**config.mk**
```make
export PLATFORM = sky130hd
export DESIGN_NAME = json_token_lexer
export DESIGN_NICKNAME = d
export VERILOG_FILES = /design/src/rtl/core/jtl_pkg.sv /design/src/rtl/core/json_token_lexer.sv /design/src/rtl/core/jtl_engine.sv /design/src/rtl/core/jtl_result_queue.sv
export SDC_FILE = /design/constraint.sdc
export NUM_CORES = 1
export LEC_CHECK = 0
export BUFFER_PORTS_ARGS = -buffer_cell sky130_fd_sc_hd__buf_2
export CAP_MARGIN = 10
export CELL_PAD_IN_SITES_DETAIL_PLACEMENT = 1
export CELL_PAD_IN_SITES_GLOBAL_PLACEMENT = 1
export CORE_UTILIZATION = 44
export DETAILED_ROUTE_END_ITERATION = 12
export HOLD_SLACK_MARGIN = 0.06
export PLACE_DENSITY = 0.88
export SETUP_SLACK_MARGIN = 0.4
export SLEW_MARGIN = 25
export SYNTH_ARGS = -nofsm -noshare
export SYNTH_HDL_FRONTEND = slang
export SYNTH_SLANG_ARGS = --single-unit
```
**constraint.sdc**
```tcl
create_clock -name clock -period 7.2 [get_ports clock]
set_clock_uncertainty 0.15 [all_clocks]
set_input_delay 0.36 -clock clock [delete_from_list [all_inputs] [get_ports clock]]
set_output_delay 0.36 -clock clock [all_outputs]
set_load 0.005 [all_outputs]
```
**src/rtl/core/jtl_pkg.sv**
```systemverilog
// jtl_pkg: shared constants for the JSON token lexer.
// Token codes, result kinds and default widths; no dependencies.
`timescale 1ns / 1ps

package jtl_pkg;

   localparam int TYPE_W = 4;
   localparam int BYTE_W = 8;

   localparam int ROW_BITS_DEFAULT    = 24;
   localparam int COLUMN_BITS_DEFAULT = 16;
   localparam int LENGTH_BITS_DEFAULT = 16;

   localparam logic KIND_RECORD  = 1'b0;
   localparam logic KIND_CONTENT = 1'b1;

   localparam logic [TYPE_W-1:0] T_INVALID   = 4'd0;
   localparam logic [TYPE_W-1:0] T_OBJ_OPEN  = 4'd1;
   localparam logic [TYPE_W-1:0] T_OBJ_CLOSE = 4'd2;
   localparam logic [TYPE_W-1:0] T_ARR_OPEN  = 4'd3;
   localparam logic [TYPE_W-1:0] T_ARR_CLOSE = 4'd4;
   localparam logic [TYPE_W-1:0] T_TRUE      = 4'd5;
   localparam logic [TYPE_W-1:0] T_FALSE     = 4'd6;
   localparam logic [TYPE_W-1:0] T_NULL      = 4'd7;
   localparam logic [TYPE_W-1:0] T_COLON     = 4'd8;
   localparam logic [TYPE_W-1:0] T_COMMA     = 4'd9;
   localparam logic [TYPE_W-1:0] T_STRING    = 4'd10;
   localparam logic [TYPE_W-1:0] T_INT       = 4'd11;
   localparam logic [TYPE_W-1:0] T_FLOAT     = 4'd12;
   localparam logic [TYPE_W-1:0] T_END       = 4'd13;

endpackage

```
**src/rtl/core/json_token_lexer.sv**
```systemverilog
// JSON token lexer. Takes one byte of JSON text per transfer (or an end-of-input
// marker) and returns token records and string/number content bytes, each
// tagged with the row and column where its token starts. A byte is registered
// on input and processed in the next cycle by single-pass logic that updates
// the lexer state; its zero, one or two results enter a three-entry result
// queue, so the first result of a byte passes through the input register and
// the queue before it can leave. A byte is taken every cycle while the queue
// has room for its results. A byte with two results (a number or keyword ended
// by punctuation or by the first byte of a number, or end of input that closes
// a token) needs two transfers on the single result port, so a steady run of such
// bytes fills the queue, and then result stalls back up into input stalls.
// Depends on jtl_pkg, jtl_engine and jtl_result_queue.
`timescale 1ns / 1ps

module json_token_lexer #(
   parameter int ROW_BITS    = jtl_pkg::ROW_BITS_DEFAULT,
   parameter int COLUMN_BITS = jtl_pkg::COLUMN_BITS_DEFAULT,
   parameter int LENGTH_BITS = jtl_pkg::LENGTH_BITS_DEFAULT
) (
   input  logic                        clock,
   input  logic                        reset,
   input  logic                        req_valid,
   output logic                        req_stall,
   input  logic [jtl_pkg::BYTE_W-1:0]  req_data_byte,
   input  logic                        req_end_of_input,
   output logic                        rsp_valid,
   input  logic                        rsp_stall,
   output logic                        rsp_result_kind,
   output logic [jtl_pkg::TYPE_W-1:0]  rsp_token_code,
   output logic [jtl_pkg::BYTE_W-1:0]  rsp_content_byte,
   output logic [LENGTH_BITS-1:0]      rsp_content_length,
   output logic [ROW_BITS-1:0]         rsp_start_row,
   output logic [COLUMN_BITS-1:0]      rsp_start_column,
   output logic                        rsp_last_of_run
);

   localparam int RES_W = 1 + jtl_pkg::TYPE_W + jtl_pkg::BYTE_W + LENGTH_BITS
                          + ROW_BITS + COLUMN_BITS + 1;

   typedef struct packed {
      logic                       kind;
      logic [jtl_pkg::TYPE_W-1:0] ttype;
      logic [jtl_pkg::BYTE_W-1:0] data;
      logic [LENGTH_BITS-1:0]     len;
      logic [ROW_BITS-1:0]        row;
      logic [COLUMN_BITS-1:0]     col;
      logic                       last;
   } res_type;

   logic                       in_valid_ff;
   logic [jtl_pkg::BYTE_W-1:0] in_byte_ff;
   logic                       in_eoi_ff;

   logic [1:0]       res_count;
   logic [RES_W-1:0] res0, res1, head_bits;
   logic [1:0]       room;
   logic             commit, pop;
   res_type          head;

   assign commit    = in_valid_ff && (res_count <= room);
   assign req_stall = in_valid_ff && !commit;
   assign pop       = rsp_valid && !rsp_stall;

   always_ff @(posedge clock) begin
      if (reset) begin
         in_valid_ff <= 1'b0;
      end else if (!req_stall) begin
         in_valid_ff <= req_valid;
      end
   end

   always_ff @(posedge clock) begin
      if (req_valid && !req_stall) begin
         in_byte_ff <= req_data_byte;
         in_eoi_ff  <= req_end_of_input;
      end
   end

   jtl_engine #(
      .ROW_BITS    (ROW_BITS),
      .COLUMN_BITS (COLUMN_BITS),
      .LENGTH_BITS (LENGTH_BITS)
   ) u_engine (
      .clock        (clock),
      .reset        (reset),
      .commit       (commit),
      .data_byte    (in_byte_ff),
      .end_of_input (in_eoi_ff),
      .res_count    (res_count),
      .res0         (res0),
      .res1         (res1)
   );

   jtl_result_queue #(
      .WIDTH (RES_W)
   ) u_queue (
      .clock      (clock),
      .reset      (reset),
      .push_count (commit ? res_count : 2'd0),
      .push0      (res0),
      .push1      (res1),
      .pop        (pop),
      .room       (room),
      .head_valid (rsp_valid),
      .head       (head_bits)
   );

   assign head               = head_bits;
   assign rsp_result_kind    = head.kind;
   assign rsp_token_code     = head.ttype;
   assign rsp_content_byte   = head.data;
   assign rsp_content_length = head.len;
   assign rsp_start_row      = head.row;
   assign rsp_start_column   = head.col;
   assign rsp_last_of_run    = head.last;

`ifndef SYNTHESIS
   a_content_is_last: assert property (@(posedge clock) disable iff (reset)
      rsp_valid && (rsp_result_kind == jtl_pkg::KIND_CONTENT) |-> rsp_last_of_run)
      else $error("content result not flagged last of run");

   a_end_token_last: assert property (@(posedge clock) disable iff (reset)
      rsp_valid && (rsp_token_code == jtl_pkg::T_END)
      |-> rsp_last_of_run && (rsp_result_kind == jtl_pkg::KIND_RECORD))
      else $error("end token malformed");

   a_pair_reaches_output: assert property (@(posedge clock) disable iff (reset)
      commit && (res_count == 2'd2) |=> rsp_valid)
      else $error("committed result pair not visible");
`endif

endmodule

```
**src/rtl/core/jtl_engine.sv**
```systemverilog
// jtl_engine: lexer state registers and the per-byte next-state/result logic.
// Produces up to two results per item. Depends on jtl_pkg.
`timescale 1ns / 1ps

module jtl_engine #(
   parameter int ROW_BITS    = jtl_pkg::ROW_BITS_DEFAULT,
   parameter int COLUMN_BITS = jtl_pkg::COLUMN_BITS_DEFAULT,
   parameter int LENGTH_BITS = jtl_pkg::LENGTH_BITS_DEFAULT,
   localparam int RES_W = 1 + jtl_pkg::TYPE_W + jtl_pkg::BYTE_W + LENGTH_BITS
                          + ROW_BITS + COLUMN_BITS + 1
) (
   input  logic                        clock,
   input  logic                        reset,
   input  logic                        commit,
   input  logic [jtl_pkg::BYTE_W-1:0]  data_byte,
   input  logic                        end_of_input,
   output logic [1:0]                  res_count,
   output logic [RES_W-1:0]            res0,
   output logic [RES_W-1:0]            res1
);

   localparam logic [3:0] M_IDLE  = 4'd0;
   localparam logic [3:0] M_STR   = 4'd1;
   localparam logic [3:0] M_NSIGN = 4'd2;
   localparam logic [3:0] M_NINT  = 4'd3;
   localparam logic [3:0] M_NDOT  = 4'd4;
   localparam logic [3:0] M_NFRAC = 4'd5;
   localparam logic [3:0] M_NEXP  = 4'd6;
   localparam logic [3:0] M_NESIGN = 4'd7;
   localparam logic [3:0] M_NEDIG = 4'd8;
   localparam logic [3:0] M_WORD  = 4'd9;

   localparam logic [ROW_BITS-1:0]    ROW_MAX = {ROW_BITS{1'b1}};
   localparam logic [COLUMN_BITS-1:0] COL_MAX = {COLUMN_BITS{1'b1}};
   localparam logic [LENGTH_BITS-1:0] LEN_MAX = {LENGTH_BITS{1'b1}};

   typedef struct packed {
      logic                       kind;
      logic [jtl_pkg::TYPE_W-1:0] ttype;
      logic [jtl_pkg::BYTE_W-1:0] data;
      logic [LENGTH_BITS-1:0]     len;
      logic [ROW_BITS-1:0]        row;
      logic [COLUMN_BITS-1:0]     col;
      logic                       last;
   } res_type;

   function automatic logic is_digit(input logic [7:0] c);
      return (c >= 8'h30) && (c <= 8'h39);
   endfunction

   function automatic logic is_alpha(input logic [7:0] c);
      return ((c >= 8'h61) && (c <= 8'h7A)) || ((c >= 8'h41) && (c <= 8'h5A));
   endfunction

   function automatic logic is_space(input logic [7:0] c);
      return (c == 8'h20) || (c == 8'h0A) || (c == 8'h09) || (c == 8'h0D)
          || (c == 8'h0B);
   endfunction

   function automatic logic [jtl_pkg::TYPE_W-1:0] punct_token(input logic [7:0] c);
      logic [jtl_pkg::TYPE_W-1:0] t;
      t = jtl_pkg::T_INVALID;
      unique case (c)
         8'h7B:   t = jtl_pkg::T_OBJ_OPEN;
         8'h7D:   t = jtl_pkg::T_OBJ_CLOSE;
         8'h5B:   t = jtl_pkg::T_ARR_OPEN;
         8'h5D:   t = jtl_pkg::T_ARR_CLOSE;
         8'h3A:   t = jtl_pkg::T_COLON;
         8'h2C:   t = jtl_pkg::T_COMMA;
         default: t = jtl_pkg::T_INVALID;
      endcase
      return t;
   endfunction

   // keyword 0 "true", 1 "false", 2 "null"
   function automatic logic [7:0] kw_char(input logic [1:0] k, input logic [2:0] p);
      logic [7:0] ch;
      ch = 8'h00;
      unique case (k)
         2'd0: begin
            case (p)
               3'd0: ch = 8'h74;
               3'd1: ch = 8'h72;
               3'd2: ch = 8'h75;
               3'd3: ch = 8'h65;
               default: ch = 8'h00;
            endcase
         end
         2'd1: begin
            case (p)
               3'd0: ch = 8'h66;
               3'd1: ch = 8'h61;
               3'd2: ch = 8'h6C;
               3'd3: ch = 8'h73;
               3'd4: ch = 8'h65;
               default: ch = 8'h00;
            endcase
         end
         2'd2: begin
            case (p)
               3'd0: ch = 8'h6E;
               3'd1: ch = 8'h75;
               3'd2: ch = 8'h6C;
               3'd3: ch = 8'h6C;
               default: ch = 8'h00;
            endcase
         end
         default: ch = 8'h00;
      endcase
      return ch;
   endfunction

   function automatic logic [2:0] kw_len(input logic [1:0] k);
      return (k == 2'd1) ? 3'd5 : 3'd4;
   endfunction

   function automatic logic [jtl_pkg::TYPE_W-1:0] kw_token(input logic [1:0] k);
      logic [jtl_pkg::TYPE_W-1:0] t;
      unique case (k)
         2'd0:    t = jtl_pkg::T_TRUE;
         2'd1:    t = jtl_pkg::T_FALSE;
         2'd2:    t = jtl_pkg::T_NULL;
         default: t = jtl_pkg::T_INVALID;
      endcase
      return t;
   endfunction

   function automatic logic [2:0] word_keep(input logic [2:0] cand, input logic [2:0] prog,
                                            input logic [7:0] c);
      logic [2:0] keep;
      keep = 3'b000;
      for (int i = 0; i < 3; i++) begin
         keep[i] = cand[i] && (prog < kw_len(2'(i))) && (kw_char(2'(i), prog) == c);
      end
      return keep;
   endfunction

   function automatic logic [jtl_pkg::TYPE_W-1:0] word_type(input logic [2:0] cand,
                                                             input logic [2:0] prog);
      logic [jtl_pkg::TYPE_W-1:0] t;
      t = jtl_pkg::T_INVALID;
      for (int i = 2; i >= 0; i--) begin
         if (cand[i] && (prog == kw_len(2'(i)))) t = kw_token(2'(i));
      end
      return t;
   endfunction

   logic [3:0]             mode_ff, mode_in;
   logic [2:0]             kwp_ff, kwp_in;
   logic [2:0]             kwc_ff, kwc_in;
   logic [ROW_BITS-1:0]    trow_ff, trow_in;
   logic [COLUMN_BITS-1:0] tcol_ff, tcol_in;
   logic [LENGTH_BITS-1:0] tlen_ff, tlen_in;
   logic [ROW_BITS-1:0]    crow_ff, crow_in;
   logic [COLUMN_BITS-1:0] ccol_ff, ccol_in;

   logic [LENGTH_BITS-1:0] len_inc;
   logic                   a_v, b_v, again;
   res_type                a, b, r0, r1;

   assign len_inc = (tlen_ff == LEN_MAX) ? tlen_ff : tlen_ff + 1'b1;

   always_comb begin
      mode_in = mode_ff;
      kwp_in  = kwp_ff;
      kwc_in  = kwc_ff;
      trow_in = trow_ff;
      tcol_in = tcol_ff;
      tlen_in = tlen_ff;
      crow_in = crow_ff;
      ccol_in = ccol_ff;
      a_v     = 1'b0;
      b_v     = 1'b0;
      again   = 1'b0;
      a       = '0;
      b       = '0;
      a.row   = trow_ff;
      a.col   = tcol_ff;

      if (end_of_input) begin
         mode_in = M_IDLE;
         unique case (mode_ff)
            M_IDLE: ;
            M_NINT: begin
               a_v = 1'b1; a.ttype = jtl_pkg::T_INT; a.len = tlen_ff;
            end
            M_NFRAC, M_NEDIG: begin
               a_v = 1'b1; a.ttype = jtl_pkg::T_FLOAT; a.len = tlen_ff;
            end
            M_WORD: begin
               a_v = 1'b1; a.ttype = word_type(kwc_ff, kwp_ff);
            end
            default: begin
               a_v = 1'b1; a.ttype = jtl_pkg::T_INVALID;
            end
         endcase
         b_v     = 1'b1;
         b.ttype = jtl_pkg::T_END;
         b.row   = crow_ff;
         b.col   = ccol_ff;
      end else begin
         if (data_byte == 8'h0A) begin
            crow_in = (crow_ff == ROW_MAX) ? crow_ff : crow_ff + 1'b1;
            ccol_in = '0;
         end else if (ccol_ff != COL_MAX) begin
            ccol_in = ccol_ff + 1'b1;
         end

         // content bytes inside a token share these fields
         a.kind = jtl_pkg::KIND_CONTENT;
         a.data = data_byte;
         a.len  = len_inc;
         a.ttype = (mode_ff == M_STR) ? jtl_pkg::T_STRING : jtl_pkg::T_INT;

         unique case (mode_ff)
            M_STR: begin
               a_v = 1'b1;
               if (data_byte == 8'h22) begin
                  a = '{kind: jtl_pkg::KIND_RECORD, ttype: jtl_pkg::T_STRING, data: '0,
                        len: tlen_ff, row: trow_ff, col: tcol_ff, last: 1'b0};
                  mode_in = M_IDLE;
               end else if ((data_byte >= 8'h20) && (data_byte <= 8'h7E)) begin
                  tlen_in = len_inc;
               end else begin
                  a = '{kind: jtl_pkg::KIND_RECORD, ttype: jtl_pkg::T_INVALID, data: '0,
                        len: '0, row: trow_ff, col: tcol_ff, last: 1'b0};
                  mode_in = M_IDLE;
               end
            end
            M_NSIGN, M_NDOT, M_NESIGN: begin
               a_v = 1'b1;
               if (is_digit(data_byte)) begin
                  tlen_in = len_inc;
                  mode_in = (mode_ff == M_NSIGN) ? M_NINT
                          : (mode_ff == M_NDOT) ? M_NFRAC : M_NEDIG;
               end else begin
                  a = '{kind: jtl_pkg::KIND_RECORD, ttype: jtl_pkg::T_INVALID, data: '0,
                        len: '0, row: trow_ff, col: tcol_ff, last: 1'b0};
                  mode_in = M_IDLE;
               end
            end
            M_NINT, M_NFRAC: begin
               a_v = 1'b1;
               if (is_digit(data_byte)) begin
                  tlen_in = len_inc;
               end else if ((data_byte == 8'h2E) && (mode_ff == M_NINT)) begin
                  tlen_in = len_inc;
                  mode_in = M_NDOT;
               end else if ((data_byte == 8'h65) || (data_byte == 8'h45)) begin
                  tlen_in = len_inc;
                  mode_in = M_NEXP;
               end else begin
                  a = '{kind: jtl_pkg::KIND_RECORD,
                        ttype: (mode_ff == M_NINT) ? jtl_pkg::T_INT : jtl_pkg::T_FLOAT,
                        data: '0, len: tlen_ff, row: trow_ff, col: tcol_ff, last: 1'b0};
                  again = 1'b1;
               end
            end
            M_NEXP: begin
               a_v = 1'b1;
               if ((data_byte == 8'h2B) || (data_byte == 8'h2D)) begin
                  tlen_in = len_inc;
                  mode_in = M_NESIGN;
               end else if (is_digit(data_byte)) begin
                  tlen_in = len_inc;
                  mode_in = M_NEDIG;
               end else begin
                  a = '{kind: jtl_pkg::KIND_RECORD, ttype: jtl_pkg::T_INVALID, data: '0,
                        len: '0, row: trow_ff, col: tcol_ff, last: 1'b0};
                  mode_in = M_IDLE;
               end
            end
            M_NEDIG: begin
               a_v = 1'b1;
               if (is_digit(data_byte)) begin
                  tlen_in = len_inc;
               end else begin
                  a = '{kind: jtl_pkg::KIND_RECORD, ttype: jtl_pkg::T_FLOAT, data: '0,
                        len: tlen_ff, row: trow_ff, col: tcol_ff, last: 1'b0};
                  again = 1'b1;
               end
            end
            M_WORD: begin
               if (is_alpha(data_byte)) begin
                  kwc_in = word_keep(kwc_ff, kwp_ff, data_byte);
                  kwp_in = (kwp_ff == 3'd7) ? kwp_ff : kwp_ff + 1'b1;
               end else begin
                  a_v = 1'b1;
                  a = '{kind: jtl_pkg::KIND_RECORD, ttype: word_type(kwc_ff, kwp_ff),
                        data: '0, len: '0, row: trow_ff, col: tcol_ff, last: 1'b0};
                  again = 1'b1;
               end
            end
            default: again = 1'b1;
         endcase

         // a terminating or idle-mode byte that is not white space starts the next token
         if (again) begin
            mode_in = M_IDLE;
            if (!is_space(data_byte)) begin
               trow_in = crow_in;
               tcol_in = ccol_in;
               tlen_in = '0;
               b.row   = crow_in;
               b.col   = ccol_in;
               if (punct_token(data_byte) != jtl_pkg::T_INVALID) begin
                  b_v     = 1'b1;
                  b.ttype = punct_token(data_byte);
               end else if (data_byte == 8'h22) begin
                  mode_in = M_STR;
               end else if (is_digit(data_byte) || (data_byte == 8'h2D)) begin
                  mode_in = is_digit(data_byte) ? M_NINT : M_NSIGN;
                  tlen_in = LENGTH_BITS'(1);
                  b_v     = 1'b1;
                  b.kind  = jtl_pkg::KIND_CONTENT;
                  b.ttype = jtl_pkg::T_INT;
                  b.data  = data_byte;
                  b.len   = LENGTH_BITS'(1);
               end else begin
                  mode_in = M_WORD;
                  kwc_in  = word_keep(3'b111, 3'd0, data_byte);
                  kwp_in  = 3'd1;
               end
            end
         end
      end

      r0      = a_v ? a : b;
      r0.last = !(a_v && b_v);
      r1      = b;
      r1.last = 1'b1;
   end

   assign res_count = {1'b0, a_v} + {1'b0, b_v};
   assign res0      = r0;
   assign res1      = r1;

   always_ff @(posedge clock) begin
      if (reset) begin
         mode_ff <= M_IDLE;
         kwp_ff  <= 3'd0;
         kwc_ff  <= 3'b111;
         trow_ff <= '0;
         tcol_ff <= '0;
         tlen_ff <= '0;
         crow_ff <= ROW_BITS'(1);
         ccol_ff <= '0;
      end else if (commit) begin
         mode_ff <= mode_in;
         kwp_ff  <= kwp_in;
         kwc_ff  <= kwc_in;
         trow_ff <= trow_in;
         tcol_ff <= tcol_in;
         tlen_ff <= tlen_in;
         crow_ff <= crow_in;
         ccol_ff <= ccol_in;
      end
   end

endmodule

```
**src/rtl/core/jtl_result_queue.sv**
```systemverilog
// jtl_result_queue: three-entry shifting result queue, two writes and one read
// per cycle. Generic payload width; no package dependencies.
`timescale 1ns / 1ps

module jtl_result_queue #(
   parameter int WIDTH = 8
) (
   input  logic             clock,
   input  logic             reset,
   input  logic [1:0]       push_count,
   input  logic [WIDTH-1:0] push0,
   input  logic [WIDTH-1:0] push1,
   input  logic             pop,
   output logic [1:0]       room,
   output logic             head_valid,
   output logic [WIDTH-1:0] head
);

   localparam int DEPTH = 3;

   logic [WIDTH-1:0] q_ff [DEPTH];
   logic [WIDTH-1:0] q_in [DEPTH];
   logic [WIDTH-1:0] shifted [DEPTH];
   logic [1:0]       cnt_ff, cnt_in, cnt_ap;

   assign cnt_ap     = cnt_ff - {1'b0, pop};
   assign room       = 2'(DEPTH) - cnt_ap;
   assign cnt_in     = cnt_ap + push_count;
   assign head_valid = (cnt_ff != 2'd0);
   assign head       = q_ff[0];

   assign shifted[0] = q_ff[1];
   assign shifted[1] = q_ff[2];
   assign shifted[2] = q_ff[2];

   always_comb begin
      for (int i = 0; i < DEPTH; i++) begin
         if (2'(i) < cnt_ap) begin
            q_in[i] = pop ? shifted[i] : q_ff[i];
         end else if ((2'(i) == cnt_ap) && (push_count != 2'd0)) begin
            q_in[i] = push0;
         end else if ((2'(i) == cnt_ap + 2'd1) && (push_count == 2'd2)) begin
            q_in[i] = push1;
         end else begin
            q_in[i] = q_ff[i];
         end
      end
   end

   always_ff @(posedge clock) begin
      if (reset) begin
         cnt_ff <= 2'd0;
      end else begin
         cnt_ff <= cnt_in;
      end
   end

   always_ff @(posedge clock) begin
      for (int i = 0; i < DEPTH; i++) begin
         q_ff[i] <= q_in[i];
      end
   end

endmodule
```
==> results.rst, run 1 <==
.. list-table::
   :header-rows: 1

   * - Metric
     - Value
   * - Initial cell density of the core
     - 0.446
   * - Sum of overflow across all layers after global routing
     - 0
   * - Critical Setup Path Class
     - reg2reg
   * - Ys flop type
     - sky130_fd_sc_hd__edfxtp_1
   * - Utilization of the core after routing
     - 0.487
   * - Part of the Yosys area used for sequential elements
     - 0.468
   * - Number of synthesized flops with an enable pin
     - 219
   * - Die height
     - 208 um
   * - Max Fclk
     - 0.153 GHz
   * - Final-report hold violation count
     - 0
   * - Met2 wirelength from detailed routing
     - 30,300 um
   * - Post-synthesis cell type count
     - 94
   * - Critical path launch point type
     - register
   * - Cell at the root of the clock tree
     - sky130_fd_sc_hd__clkbuf_16
   * - Post-Syn Area
     - 18,700 um^2
   * - Reg2Reg Depth
     - 18
   * - Vias in the first global route
     - 17,200
   * - CTS tree
     - yes
   * - Slowest-stage cell, CP
     - sky130_fd_sc_hd__or4_1
   * - Number of diodes
     - 0
   * - Endpoint of the most critical register-to-register path
     - u_queue.q_ff[0][89]
   * - DRT Pass-1 Iters
     - 9
   * - Number of vias per cell after detailed routing
     - 6.53
   * - Hold Crit Depth
     - 2
   * - Total half-perimeter wirelength after legalization and detailed placement
     - 42,800 um
   * - Setup slack of the most critical reg-to-reg path
     - 0.66 ns
   * - Outcome
     - finished, violations left
   * - Worst EP required
     - 7.32 ns
   * - Post-Layout Cell Count
     - 2,597
   * - Io pins
     - 85
   * - Unrepaired setup endpoints after global routing
     - no
   * - Layout Area Growth over Synthesis
     - 9.23%
   * - H-tree depth
     - 2
   * - Mapped Nets
     - 2,099
   * - FF-to-FF Start
     - in_byte_ff[6]
   * - Normalized max-slew margin
     - 0.229
   * - Sequence of cells on the critical path
     - or3b_1, nor4_4, nor4_2, buf_4, or4_1, nand2_1, o21ai_0, ha_1, ha_1, nor2b_1, o21ai_1, nand3_2, nor3_1, buf_4, nor2_1, a21oi_2, buf_4, o21ai_0
   * - RD Place Congestion
     - 0.958
   * - Sink count of the clock tree
     - 328
   * - Clock latency at the later pin of the worst-skew pair
     - 0.57 ns
   * - Violated checks
     - DRC
   * - Proportion of netlist area held by the largest area contributor
     - 0.352
   * - Synthesized area per cell
     - 9.01 um^2
   * - Kind of end point of the critical path
     - register
   * - Slew Limit Fails
     - 0
   * - Remaining DRCs
     - 2
   * - Fraction of registers with async set/reset
     - 0
   * - Number of placed cells counting well taps
     - 2,512
   * - Uppermost routed layer
     - met4
   * - Largest stage delay on the critical path
     - 0.73 ns
   * - Crit share post-route
     - 0.908
   * - Max-Cap Viols
     - 0
   * - Power per standard cell area
     - 375 nW/um^2
   * - Share of post-route cells with drive strength above 1
     - 0.120
   * - Die Outline Area
     - 43,300 um^2
   * - Critical path buffer and inverter count
     - 3
   * - Kind of cell adding the most delay to the critical path
     - simple AND/OR/NAND/NOR gates
   * - Overall fraction of global-route tracks in use
     - 0.295
   * - Most common cell on crit path
     - sky130_fd_sc_hd__buf_4
   * - Number of port buffers
     - 84
   * - Largest cells by area after synthesis
     - sky130_fd_sc_hd__edfxtp_1 35%, sky130_fd_sc_hd__dfxtp_1 12%, sky130_fd_sc_hd__nand2_1 5.4%
   * - Syn Inst Count
     - 2,075
   * - Length of routed wiring on met1
     - 27,200 um
   * - Detail Route met3 WL
     - 5410 um
   * - Placement row count
     - 75
   * - Number of DRC markers in iteration 0
     - 2,048
   * - Transition time of the tightest slew-check pin
     - 1.14 ns
   * - P_leak
     - 6.66 nW
   * - Nets@finish
     - 2,053
   * - Vias post-DR
     - 17,000
   * - HP Start
     - req_data_byte[2]
   * - Cts bufs inserted
     - 37
   * - Number of antenna violations at the first check in global routing
     - 0
   * - PnR Total Power
     - 0.00767 W
   * - Total negative slack for setup checks
     - 0 ns
   * - Area leader, netlist
     - sky130_fd_sc_hd__edfxtp_1
   * - Worst min-delay path category
     - in2reg
   * - Peak ir drop on the vdd network
     - 0.268 mV
   * - Count of final setup violators
     - 0
   * - Floorplan die width
     - 208 um
   * - Worst-path clk slew
     - 0.06 ns
   * - Post-layout instance area
     - 20,400 um^2
   * - Total of flip-flops plus latches after synthesis
     - 328
   * - Average routed wire per standard cell
     - 24.9 um
   * - Global-route wire length before repair
     - 100,000 um
   * - Total wire length after detailed routing
     - 64,700 um
   * - Maximum fanout encountered on the critical timing path
     - 40
   * - Arrival time of data at the critical path endpoint
     - 6.66 ns
   * - Cell area after placement
     - 19,100 um^2
   * - Core area
     - 41,900 um^2
   * - Routed Antenna Nets
     - 0
   * - CTS max path bufs
     - 3
   * - Number of fillers in the final layout
     - 4,757
   * - Period minus WS final
     - 6.54 ns
   * - Largest net degree at the start of global routing
     - 79
   * - Hold endpoint
     - in_byte_ff[2]
   * - Yosys warnings
     - 0
-- cell usage after synthesis, drive strengths merged (24+ instances only) --
master / instances
nand2: 270
edfxtp: 219
nor2: 186
o21ai: 153
clkbuf: 139
a21oi: 126
dfxtp: 109
buf: 95
nand3: 95
a22oi: 58
nor3: 52
o211ai: 46
and2: 37
xnor2: 37
a211oi: 36
xor2: 28
inv: 26
a31oi: 24
or3: 24
-- layout by cell type (no fill, tap or decap), drive strengths merged, types with 9 or more instances in the layout --
cell type | Yosys | layout
o22ai | 11 | 11
nor2b | 14 | 14
a31oi | 24 | 24
edfxtp | 219 | 219
nor4 | 23 | 23
and3 | 19 | 19
a21o | 11 | 11
nand2 | 270 | 270
clkbuf | 139 | 51
a22oi | 58 | 58
nand3 | 95 | 95
a211oi | 36 | 36
xor2 | 28 | 28
nor3 | 52 | 52
a22o | 18 | 18
ha | 11 | 11
nand4 | 23 | 23
a21oi | 126 | 126
or4 | 9 | 9
buf | 95 | 138
and4 | 11 | 11
nand2b | 11 | 11
dfxtp | 109 | 109
xnor2 | 37 | 37
o31ai | 11 | 11
or3 | 24 | 24
and2 | 37 | 37
inv | 26 | 30
dlygate4sd3 | 0 | 11
o21ai | 153 | 153
nor2 | 186 | 186
o211ai | 46 | 46
clkinv | 1 | 10
-- sequential cells by signal, indices dropped and copies added (netlist names) --
register,cells
in_byte_ff,8
u_engine.tlen_ff,16
u_engine.kwc_ff,3
u_queue.cnt_ff,2
u_engine.kwp_ff,3
in_eoi_ff,1
u_engine.trow_ff,24
u_queue.q_ff,210
u_engine.mode_ff,4
in_valid_ff,1
u_engine.crow_ff,24
u_engine.tcol_ff,16
u_engine.ccol_ff,16
-- stage by stage --
step | hold WS (ns) | worst slack, ns
floorplan | 0.304 | 0.425
global placement | 0.321 | 0.953
detailed placement | 0.335 | 0.644
CTS | 0.339 | 0.571
global route | 0.350 | 0.443
finish | 0.351 | 0.663
-- logic make-up (layout without fill, tap and decap cells) --
group	count (synthesis)	after routing	synth area share
and+or+nand+nor	798	798	0.207
AOI/OAI and AO/OA	599	599	0.211
DFF	328	328	0.468
buffers and inverters	261	244	0.0696
xor gates and xnor gates	65	65	0.0304
muxes	12	12	0.00669
adders and majority gates	11	11	0.00736
other	1	1	0.000201
-- power by group --
| group | leakage (nW) | internal, W | switching (W) | total (W) |
|---|---|---|---|---|
| clock | 0.572 | 0.00109 | 0.000806 | 0.00189 |
| sequential | 2.92 | 0.00267 | 0.000194 | 0.00286 |
| combinational | 3.18 | 0.000812 | 0.00210 | 0.00291 |
-- how the worst max path moves through the flow --
stage             startpoint                   end  slack, ns  depth (start not counted)
2_1_floorplan  in_byte_ff[7]    u_queue.q_ff[0][0]       0.42                         17
5_1_grt        in_byte_ff[6]   u_queue.q_ff[0][76]       0.44                         18
6_report       in_byte_ff[6]   u_queue.q_ff[0][89]       0.66                         18
4_1_cts        in_byte_ff[6]   u_queue.q_ff[0][89]       0.57                         18
3_5_place_dp   in_byte_ff[6]   u_queue.q_ff[0][95]       0.64                         18
3_3_place_gp   in_byte_ff[6]  u_queue.q_ff[0][120]       0.95                         16
-- area by class of cell --
class / count / area [um^2] / share of cell area
clock buffers: 51 / 998 / 0.0489
clock inverters: 17 / 181 / 0.00888
inverters: 27 / 101 / 0.00496
multi-input cells: 1486 / 8750 / 0.428
flip-flops and latches: 328 / 8760 / 0.429
well taps: 539 / 674 / 0.0330
repair buffers: 149 / 967 / 0.0473
-- repair_timing --
| action | CTS | global route |
|---|---|---|
| setup buffers | 0 | 6 |
| hold buffers | 11 | 0 |
| endpoints found under the hold margin | 24 | 0 |
| gates resized for setup | 0 | 6 |
| setup endpoints to repair | 0 | 202 |
-- metal layers --
metal,vias to the layer above,track usage
met4,0,0.103
met3,132,0.0528
met2,796,0.478
met5,-,0
li1,7507,-
met1,8525,0.396
No activity file was read; power rests on OpenSTA's default activity.
==> run 2: changes to the inputs <==
Settings changed: SYNTH_HIERARCHICAL from default to 1.
==> run 2 against run 1 <==
  * Fmax up 5.6%
  * Critical endpoint is now u_queue/q_ff[0][43]
  * The run now ends clean
  * Sequential power up 16%
  * Critical path depth down 3
  * Largest power group unchanged
  * Flip-flop and latch count unchanged
  * Core utilization down 0.42 points
  * Clock power up 5%
  * Global-route usage down 1.6 points
  * Critical path type unchanged
==> results.rst, run 2 <==
.. list-table::
   :header-rows: 1

   * - Metric
     - Value
   * - Worst-path clk slew
     - 0.06 ns (about the same)
   * - Leading post-synthesis cells by instance count
     - 295 x sky130_fd_sc_hd__nand2_1, 253 x sky130_fd_sc_hd__a21oi_1, 229 x sky130_fd_sc_hd__nor2_1 (was 268 x sky130_fd_sc_hd__nand2_1, 219 x sky130_fd_sc_hd__edfxtp_1, 185 x sky130_fd_sc_hd__nor2_1)
   * - Total of flip-flops plus latches after synthesis
     - 328 (unchanged)
   * - Yosys warnings
     - 6 (was 0)
   * - Sum of overflow across all layers after global routing
     - 0 (unchanged)
   * - Share of post-route cells with drive strength above 1
     - 0.142 (was 0.120)
   * - Synthesized area per cell
     - 9.06 um^2 (was 9.01 um^2)
   * - Routed Antenna Nets
     - 0 (unchanged)
   * - Biggest register
     - u_queue/q_ff (was u_queue.q_ff)
   * - Fraction of registers with async set/reset
     - 0 (unchanged)
   * - Area leader, netlist
     - sky130_fd_sc_hd__edfxtp_1 (unchanged)
   * - Adder and majority cell fraction of the synthesized area
     - 0.00730 (was 0.00736)
   * - Share of synthesized cell area in and, or, nand and nor gates
     - 0.189 (was 0.207)
   * - Global-route wire length before repair
     - 105,000 um (was 100,000 um)
   * - Period minus WS final
     - 6.19 ns (was 6.54 ns)
   * - Vias post-DR
     - 17,900 (was 17,000)
   * - Total half-perimeter wirelength after legalization and detailed placement
     - 42,900 um (was 42,800 um)
   * - Power per standard cell area
     - 404 nW/um^2 (was 375 nW/um^2)
   * - Vias in the first global route
     - 18,500 (was 17,200)
   * - Number of diodes
     - 0 (unchanged)
   * - Largest family of logic cells by synthesized area
     - simple AND/OR/NAND/NOR gates (was compound AO/OA/AOI/OAI gates)
   * - Normalized max-slew margin
     - 0.301 (was 0.229)
   * - Max-Cap Viols
     - 0 (unchanged)
   * - Number of fillers in the final layout
     - 5,185 (was 4,757)
   * - Clock latency at the later pin of the worst-skew pair
     - 0.58 ns (was 0.57 ns)
   * - Syn Inst Count
     - 2,270 (was 2,075)
   * - Sequence of cells on the critical path
     - nand4bb_1, o21ai_1, o31ai_2, o21a_2, nand2_1, nand2_1, ha_1, inv_1, ha_1, nand2_1, o21ai_2, and3_1, nor2_4, a21oi_4, buf_4 (was or3b_1, nor4_4, nor4_2, buf_4, or4_1, nand2_1, o21ai_0, ha_1, ha_1, nor2b_1, o21ai_1, nand3_2, nor3_1, buf_4, nor2_1, a21oi_2, buf_4, o21ai_0)
   * - Kind of end point of the critical path
     - register (unchanged)
   * - Maximum fanout encountered on the critical timing path
     - 48 (was 40)
   * - Xor/xnor cell area share of the yosys netlist
     - 0.0268 (was 0.0304)
   * - Outcome
     - completed (was finished, violations left)
   * - Number of synthesized flops with an enable pin
     - 219 (unchanged)
   * - Nets@finish
     - 2,215 (was 2,053)
   * - Crit share post-route
     - 0.860 (was 0.908)
   * - Multi-input gate area in the final layout
     - 10,400 um^2 (was 8750 um^2)
   * - Transition time of the tightest slew-check pin
     - 1.04 ns (was 1.14 ns)
   * - Critical path launch point type
     - register (unchanged)
   * - Final-report hold violation count
     - 0 (unchanged)
   * - Total negative slack for setup checks
     - 0 ns (unchanged)
   * - Ys flop type
     - sky130_fd_sc_hd__edfxtp_1 (unchanged)
   * - H-tree depth
     - 2 (unchanged)
   * - P_leak
     - 8.11 nW (was 6.66 nW)
   * - Area occupied by registers
     - 8760 um^2 (about the same)
   * - Average routed wire per standard cell
     - 23.8 um (was 24.9 um)
   * - Critical Setup Path Class
     - reg2reg (unchanged)
   * - Count of final setup violators
     - 0 (unchanged)
   * - Commonest cells after routing, fill and taps aside
     - 295 x sky130_fd_sc_hd__nand2_1, 252 x sky130_fd_sc_hd__a21oi_1, 228 x sky130_fd_sc_hd__nor2_1 (was 267 x sky130_fd_sc_hd__nand2_1, 219 x sky130_fd_sc_hd__edfxtp_1, 181 x sky130_fd_sc_hd__nor2_1)
   * - Layout Area Growth over Synthesis
     - 7.48% (was 9.23%)
   * - Proportion of netlist area held by the largest area contributor
     - 0.320 (was 0.352)
   * - Unrepaired setup endpoints after global routing
     - no (unchanged)
   * - Slowest-stage cell, CP
     - sky130_fd_sc_hd__edfxtp_1 (was sky130_fd_sc_hd__or4_1)
   * - Largest stage delay on the critical path
     - 0.80 ns (was 0.73 ns)
   * - Placement row count
     - 78 (was 75)
   * - Critical path buffer and inverter count
     - 2 (was 3)
   * - Kind of cell adding the most delay to the critical path
     - compound AO/OA/AOI/OAI gates (was simple AND/OR/NAND/NOR gates)
   * - Part of the Yosys area used for sequential elements
     - 0.426 (was 0.468)
   * - Post-synthesis cell type count
     - 98 (was 94)
   * - DRT Pass-1 Iters
     - 5 (was 9)
   * - Cell at the root of the clock tree
     - sky130_fd_sc_hd__clkbuf_16 (unchanged)
   * - Arrival time of data at the critical path endpoint
     - 6.23 ns (was 6.66 ns)
   * - Number of DRC markers in iteration 0
     - 1,574 (was 2,048)
   * - Most common cell on crit path
     - sky130_fd_sc_hd__nand2_1 (was sky130_fd_sc_hd__buf_4)
   * - Largest cells by area after synthesis
     - sky130_fd_sc_hd__edfxtp_1 32%, sky130_fd_sc_hd__dfxtp_1 11%, sky130_fd_sc_hd__a21oi_1 6.2% (was sky130_fd_sc_hd__edfxtp_1 35%, sky130_fd_sc_hd__dfxtp_1 12%, sky130_fd_sc_hd__nand2_1 5.4%)
   * - Die height
     - 218 um (was 208 um)
   * - CTS tree
     - yes (unchanged)
   * - Minimum hold slack
     - 0.303 ns (was 0.351 ns)
   * - Sink count of the clock tree
     - 328 (unchanged)
   * - Cts bufs inserted
     - 38 (was 37)
   * - Max Fclk
     - 0.162 GHz (was 0.153 GHz)
   * - Post-Syn Area
     - 20,600 um^2 (was 18,700 um^2)
   * - Number of port buffers
     - 84 (unchanged)
   * - Overall fraction of global-route tracks in use
     - 0.279 (was 0.295)
   * - Worst min-delay path category
     - reg2reg (was in2reg)
   * - Core area
     - 45,800 um^2 (was 41,900 um^2)
   * - Floorplan die width
     - 218 um (was 208 um)
   * - Most numerous cell in the Yosys netlist
     - sky130_fd_sc_hd__nand2_1 (unchanged)
   * - Post-CTS Setup Inserts
     - 0 (unchanged)
   * - Die Outline Area
     - 47,600 um^2 (was 43,300 um^2)
   * - Io pins
     - 85 (unchanged)
   * - Commonest non-fill, non-tap cell in the layout
     - sky130_fd_sc_hd__nand2_1 (unchanged)
   * - Multiplexer share of the synthesized area
     - 0.105 (was 0.00669)
   * - Initial cell density of the core
     - 0.449 (was 0.446)
   * - Peak ir drop on the vdd network
     - 0.466 mV (was 0.268 mV)
   * - Worst EP required
     - 7.24 ns (was 7.32 ns)
   * - Biggest regs
     - u_queue/q_ff: 210 flops, u_engine/crow_ff: 24 flops, u_engine/trow_ff: 24 flops (was u_queue.q_ff: 210 flops, u_engine.crow_ff: 24 flops, u_engine.trow_ff: 24 flops)
   * - CTS max path bufs
     - 3 (unchanged)
   * - Synthesized-area fraction occupied by ao, oa, aoi and oai cells
     - 0.169 (was 0.211)
   * - Largest net degree at the start of global routing
     - 218 (was 79)
   * - Number of antenna violations at the first check in global routing
     - 0 (unchanged)
   * - Number of vias per cell after detailed routing
     - 6.35 (was 6.53)
   * - Max reg flops
     - 210 (unchanged)
   * - RD Place Congestion
     - 0.958 (about the same)
   * - Slew Limit Fails
     - 0 (unchanged)
   * - Total wire length after detailed routing
     - 67,100 um (was 64,700 um)
   * - Remaining DRCs
     - 0 (was 2)
==> run 2: logic make-up after synthesis <==
group,Yosys count
buffers and inverters,292
xor gates and xnor gates,63
DFF,328
AOI/OAI and AO/OA,565
adders and majority gates,12
other,2
muxes,177
and+or+nand+nor,831
==> run 2: cell type report <==
cell class | count | area share
multi-input cells | 1667 | 0.470
well taps | 600 | 0.0340
clock buffers | 51 | 0.0480
inverters | 30 | 0.00515
flip-flops and latches | 328 | 0.396
repair buffers | 125 | 0.0377
clock inverters | 18 | 0.00849
==> run 2: through the flow <==
step	total power [W]	setup WS (ns)	cells	instance area, um^2	utilization
final	0.00894	1.01	2819	22100	0.483
after global routing	0.00931	0.630	2819	22100	0.483
after CTS	0.00886	0.932	2817	22000	0.481
after detailed placement	0.00685	0.985	2737	20700	0.452
after global placement	0.00665	1.28	2737	20700	0.451
after floorplan	0.00585	0.920	2287	20600	-
==> run 2: worst register-to-register path: cells and delay by family, from the launching register on <==
| family | cells | cell delay, ns |
|---|---|---|
| DFF | 1 | 0.80 |
| AOI/OAI and AO/OA | 5 | 2.10 |
| adders and majority gates | 2 | 0.59 |
| buffers and inverters | 2 | 0.78 |
| and+or+nand+nor | 6 | 1.32 |
==> run 2: timing repair <==
action / CTS / global route
hold buffers: 11 / 0
gates resized for setup: 0 / 0
hold endpoints to repair: 11 / 0
==> run 2: layer usage <==
| metal | GRT usage | share of wire | routed length (um) |
|---|---|---|---|
| met2 | 0.480 | 0.49 | 32800 |
| met5 | 0 | 0 | 0 |
| met1 | 0.351 | 0.42 | 27900 |
| met4 | 0.109 | 0.035 | 2360 |
| met3 | 0.0416 | 0.059 | 3950 |
==> run 2: final timing paths <==
| check | endpoint | slack [ns] | cells past startpoint | start |
|---|---|---|---|---|
| worst max register to register | u_queue/q_ff[0][43] | 1.01 | 15 | in_byte_ff[4] |
| worst min-delay path | u_engine/tcol_ff[10] | 0.30 | 2 | u_engine/tcol_ff[10] |
| worst min register to register | u_engine/tcol_ff[10] | 0.30 | 2 | u_engine/tcol_ff[10] |
| worst max-delay path | u_queue/q_ff[0][43] | 1.01 | 15 | in_byte_ff[4] |
==> run 2: report_power, final <==
group          internal [W]  switching (W)
sequential          0.00308       0.000237
clock               0.00115       0.000825
combinational       0.00106        0.00258
==> run 3: changes to the inputs <==
Settings changed: PLACE_DENSITY 0.88 to 0.77, SETUP_SLACK_MARGIN 0.4 to 0.1.
==> run 3 against run 2 <==
  * Combinational power down 3%
  * Power down 0.56%
  * Via count decreased by 2.2%
==> results.rst, run 3 (synthesis results as in run 2) <==
.. list-table::
   :header-rows: 1

   * - Metric
     - Value
   * - Biggest register
     - u_queue/q_ff (unchanged)
   * - Placement row count
     - 78 (unchanged)
   * - Outcome
     - completed (unchanged)
   * - Max Fclk
     - 0.166 GHz (was 0.162 GHz)
   * - Worst min-delay path category
     - reg2reg (unchanged)
   * - Critical Setup Path Class
     - reg2reg (unchanged)
   * - Number of diodes
     - 0 (unchanged)
   * - Worst-path clk slew
     - 0.06 ns (about the same)
   * - Number of port buffers
     - 84 (unchanged)
   * - Total negative slack for setup checks
     - 0 ns (unchanged)
   * - Most common cell on crit path
     - sky130_fd_sc_hd__nand2_1 (unchanged)
   * - RD Place Congestion
     - 0.967 (was 0.958)
   * - Clock latency at the later pin of the worst-skew pair
     - 0.56 ns (was 0.58 ns)
   * - Crit share post-route
     - 0.835 (was 0.860)
   * - Number of DRC markers in iteration 0
     - 1,441 (was 1,574)
   * - Arrival time of data at the critical path endpoint
     - 6.05 ns (was 6.23 ns)
   * - Biggest regs
     - u_queue/q_ff: 210 flops, u_engine/crow_ff: 24 flops, u_engine/trow_ff: 24 flops (unchanged)
   * - Critical path launch point type
     - register (unchanged)
   * - Average routed wire per standard cell
     - 23.1 um (was 23.8 um)
   * - Quantity of gates resized following cts
     - 0 (unchanged)
   * - Max-Cap Viols
     - 0 (unchanged)
   * - Slowest-stage cell, CP
     - sky130_fd_sc_hd__dfxtp_1 (was sky130_fd_sc_hd__edfxtp_1)
   * - PnR Total Power
     - 0.00889 W (was 0.00894 W)
   * - Minimum hold slack
     - 0.309 ns (was 0.303 ns)
   * - Transition time of the tightest slew-check pin
     - 1.09 ns (was 1.04 ns)
   * - Setup slack of the most critical reg-to-reg path
     - 1.19 ns (was 1.01 ns)
   * - Cts bufs inserted
     - 39 (was 38)
   * - Number of vias per cell after detailed routing
     - 6.21 (was 6.35)
   * - Period minus WS final
     - 6.01 ns (was 6.19 ns)
   * - Largest stage delay on the critical path
     - 0.86 ns (was 0.80 ns)
   * - Slew Limit Fails
     - 0 (unchanged)
   * - Sum of overflow across all layers after global routing
     - 0 (unchanged)
   * - Number of antenna violations at the first check in global routing
     - 1 (was 0)
   * - Normalized max-slew margin
     - 0.265 (was 0.301)
   * - Floorplan die width
     - 218 um (unchanged)
   * - CTS tree
     - yes (unchanged)
   * - Kind of cell adding the most delay to the critical path
     - compound AO/OA/AOI/OAI gates (unchanged)
   * - Die Outline Area
     - 47,600 um^2 (unchanged)
   * - Count of final setup violators
     - 0 (unchanged)
   * - P_leak
     - 8.15 nW (was 8.11 nW)
   * - Nets@finish
     - 2,213 (was 2,215)
   * - Vias post-DR
     - 17,500 (was 17,900)
   * - Number of placed cells counting well taps
     - 2,734 (was 2,737)
   * - Critical path buffer and inverter count
     - 1 (was 2)
   * - Commonest cells after routing, fill and taps aside
     - 295 x sky130_fd_sc_hd__nand2_1, 252 x sky130_fd_sc_hd__a21oi_1, 228 x sky130_fd_sc_hd__nor2_1 (unchanged)
   * - CTS max path bufs
     - 3 (unchanged)
   * - Sequence of cells on the critical path
     - nor2b_1, nand2_1, o31ai_2, o21a_2, nand2_1, nand2_1, ha_1, ha_1, nor2b_4, o21ai_2, and3_1, nor2_4, a21oi_4, buf_4 (was nand4bb_1, o21ai_1, o31ai_2, o21a_2, nand2_1, nand2_1, ha_1, inv_1, ha_1, nand2_1, o21ai_2, and3_1, nor2_4, a21oi_4, buf_4)
   * - Power per standard cell area
     - 402 nW/um^2 (was 404 nW/um^2)
   * - Commonest non-fill, non-tap cell in the layout
     - sky130_fd_sc_hd__nand2_1 (unchanged)
   * - Max reg flops
     - 210 (unchanged)
   * - Final-report hold violation count
     - 0 (unchanged)
   * - Total half-perimeter wirelength after legalization and detailed placement
     - 41,900 um (was 42,900 um)
   * - Kind of end point of the critical path
     - register (unchanged)
   * - Worst EP required
     - 7.24 ns (about the same)
   * - Core area
     - 45,800 um^2 (unchanged)
   * - Total wire length after detailed routing
     - 65,100 um (was 67,100 um)
   * - Global-route wire length before repair
     - 102,000 um (was 105,000 um)
   * - Maximum fanout encountered on the critical timing path
     - 47 (was 48)
   * - Cell at the root of the clock tree
     - sky130_fd_sc_hd__clkbuf_16 (unchanged)
   * - Sink count of the clock tree
     - 328 (unchanged)
   * - Io pins
     - 85 (unchanged)
   * - Largest net degree at the start of global routing
     - 218 (unchanged)
   * - Die height
     - 218 um (unchanged)
   * - Vias in the first global route
     - 17,900 (was 18,500)
   * - Layout Area Growth over Synthesis
     - 7.64% (was 7.48%)
   * - Initial cell density of the core
     - 0.449 (unchanged)
   * - Overall fraction of global-route tracks in use
     - 0.271 (was 0.279)
   * - Unrepaired setup endpoints after global routing
     - no (unchanged)
   * - Post-Layout Cell Count
     - 2,819 (unchanged)
   * - DRT Pass-1 Iters
     - 5 (unchanged)
   * - Routed Antenna Nets
     - 0 (unchanged)
   * - Share of post-route cells with drive strength above 1
     - 0.143 (was 0.142)
   * - H-tree depth
     - 2 (unchanged)
   * - Peak ir drop on the vdd network
     - 0.470 mV (was 0.466 mV)
   * - Post-CTS Setup Inserts
     - 0 (unchanged)
   * - Remaining DRCs
     - 0 (unchanged)
## run 3: repair_timing
action / CTS / global route
setup endpoints to repair: 0 / 0
hold buffers: 12 / 0
endpoints found under the hold margin: 14 / 0
## run 3: worst register-to-register path, cell delays in order, from the launching register on
cell and delay (ns):
sky130_fd_sc_hd__dfxtp_1 0.86, sky130_fd_sc_hd__nor2b_1 0.46, sky130_fd_sc_hd__nand2_1 0.35, sky130_fd_sc_hd__o31ai_2 0.41, sky130_fd_sc_hd__o21a_2 0.46, sky130_fd_sc_hd__nand2_1 0.10
sky130_fd_sc_hd__nand2_1 0.08, sky130_fd_sc_hd__ha_1 0.22, sky130_fd_sc_hd__ha_1 0.27, sky130_fd_sc_hd__nor2b_4 0.15, sky130_fd_sc_hd__o21ai_2 0.14, sky130_fd_sc_hd__and3_1 0.44
sky130_fd_sc_hd__nor2_4 0.09, sky130_fd_sc_hd__a21oi_4 0.69, sky130_fd_sc_hd__buf_4 0.71
## run 3: area by class of cell
class	count	area [um^2]
clock inverters	28	285
clock buffers	44	1040
fillers	5193	23600
well taps	600	751
inverters	30	114
multi-input cells	1667	10400
flip-flops and latches	328	8760
repair buffers	122	793
## run 3: per-stage QoR
step | cell area [um^2] | worst slack (ns) | util
6_report | 22100 | 1.19 | 0.484
5_1_grt | 22100 | 0.875 | 0.484
4_1_cts | 22100 | 1.21 | 0.483
3_5_place_dp | 20600 | 1.26 | 0.451
3_3_place_gp | 20600 | 1.55 | 0.451
2_1_floorplan | 20600 | 0.920 | -
## run 3: metal layers
layer,track usage,vias to the layer above,routed length (um)
met4,0.109,0,2220
met3,0.0328,134,3380
met5,0,-,0
met2,0.440,528,30700
li1,-,8000,-
met1,0.365,8833,28800
## run 3: worst paths after layout
check | depth (start not counted) | startpoint | endpoint
setup reg to reg | 14 | u_engine/mode_ff[0] | u_queue/q_ff[0][69]
setup / recovery | 14 | u_engine/mode_ff[0] | u_queue/q_ff[0][69]
hold / removal | 2 | u_engine/tcol_ff[8] | u_engine/tcol_ff[8]
hold reg to reg | 2 | u_engine/tcol_ff[8] | u_engine/tcol_ff[8]
## run 3: where the power goes
group / total (W) / leakage [nW] / internal [W] / switching, W
logic: 0.00352 / 4.54 / 0.00102 / 0.00250
registers: 0.00332 / 2.96 / 0.00308 / 0.000231
clock network: 0.00205 / 0.653 / 0.00122 / 0.000835
total: 0.00889 / 8.15 / 0.00532 / 0.00356
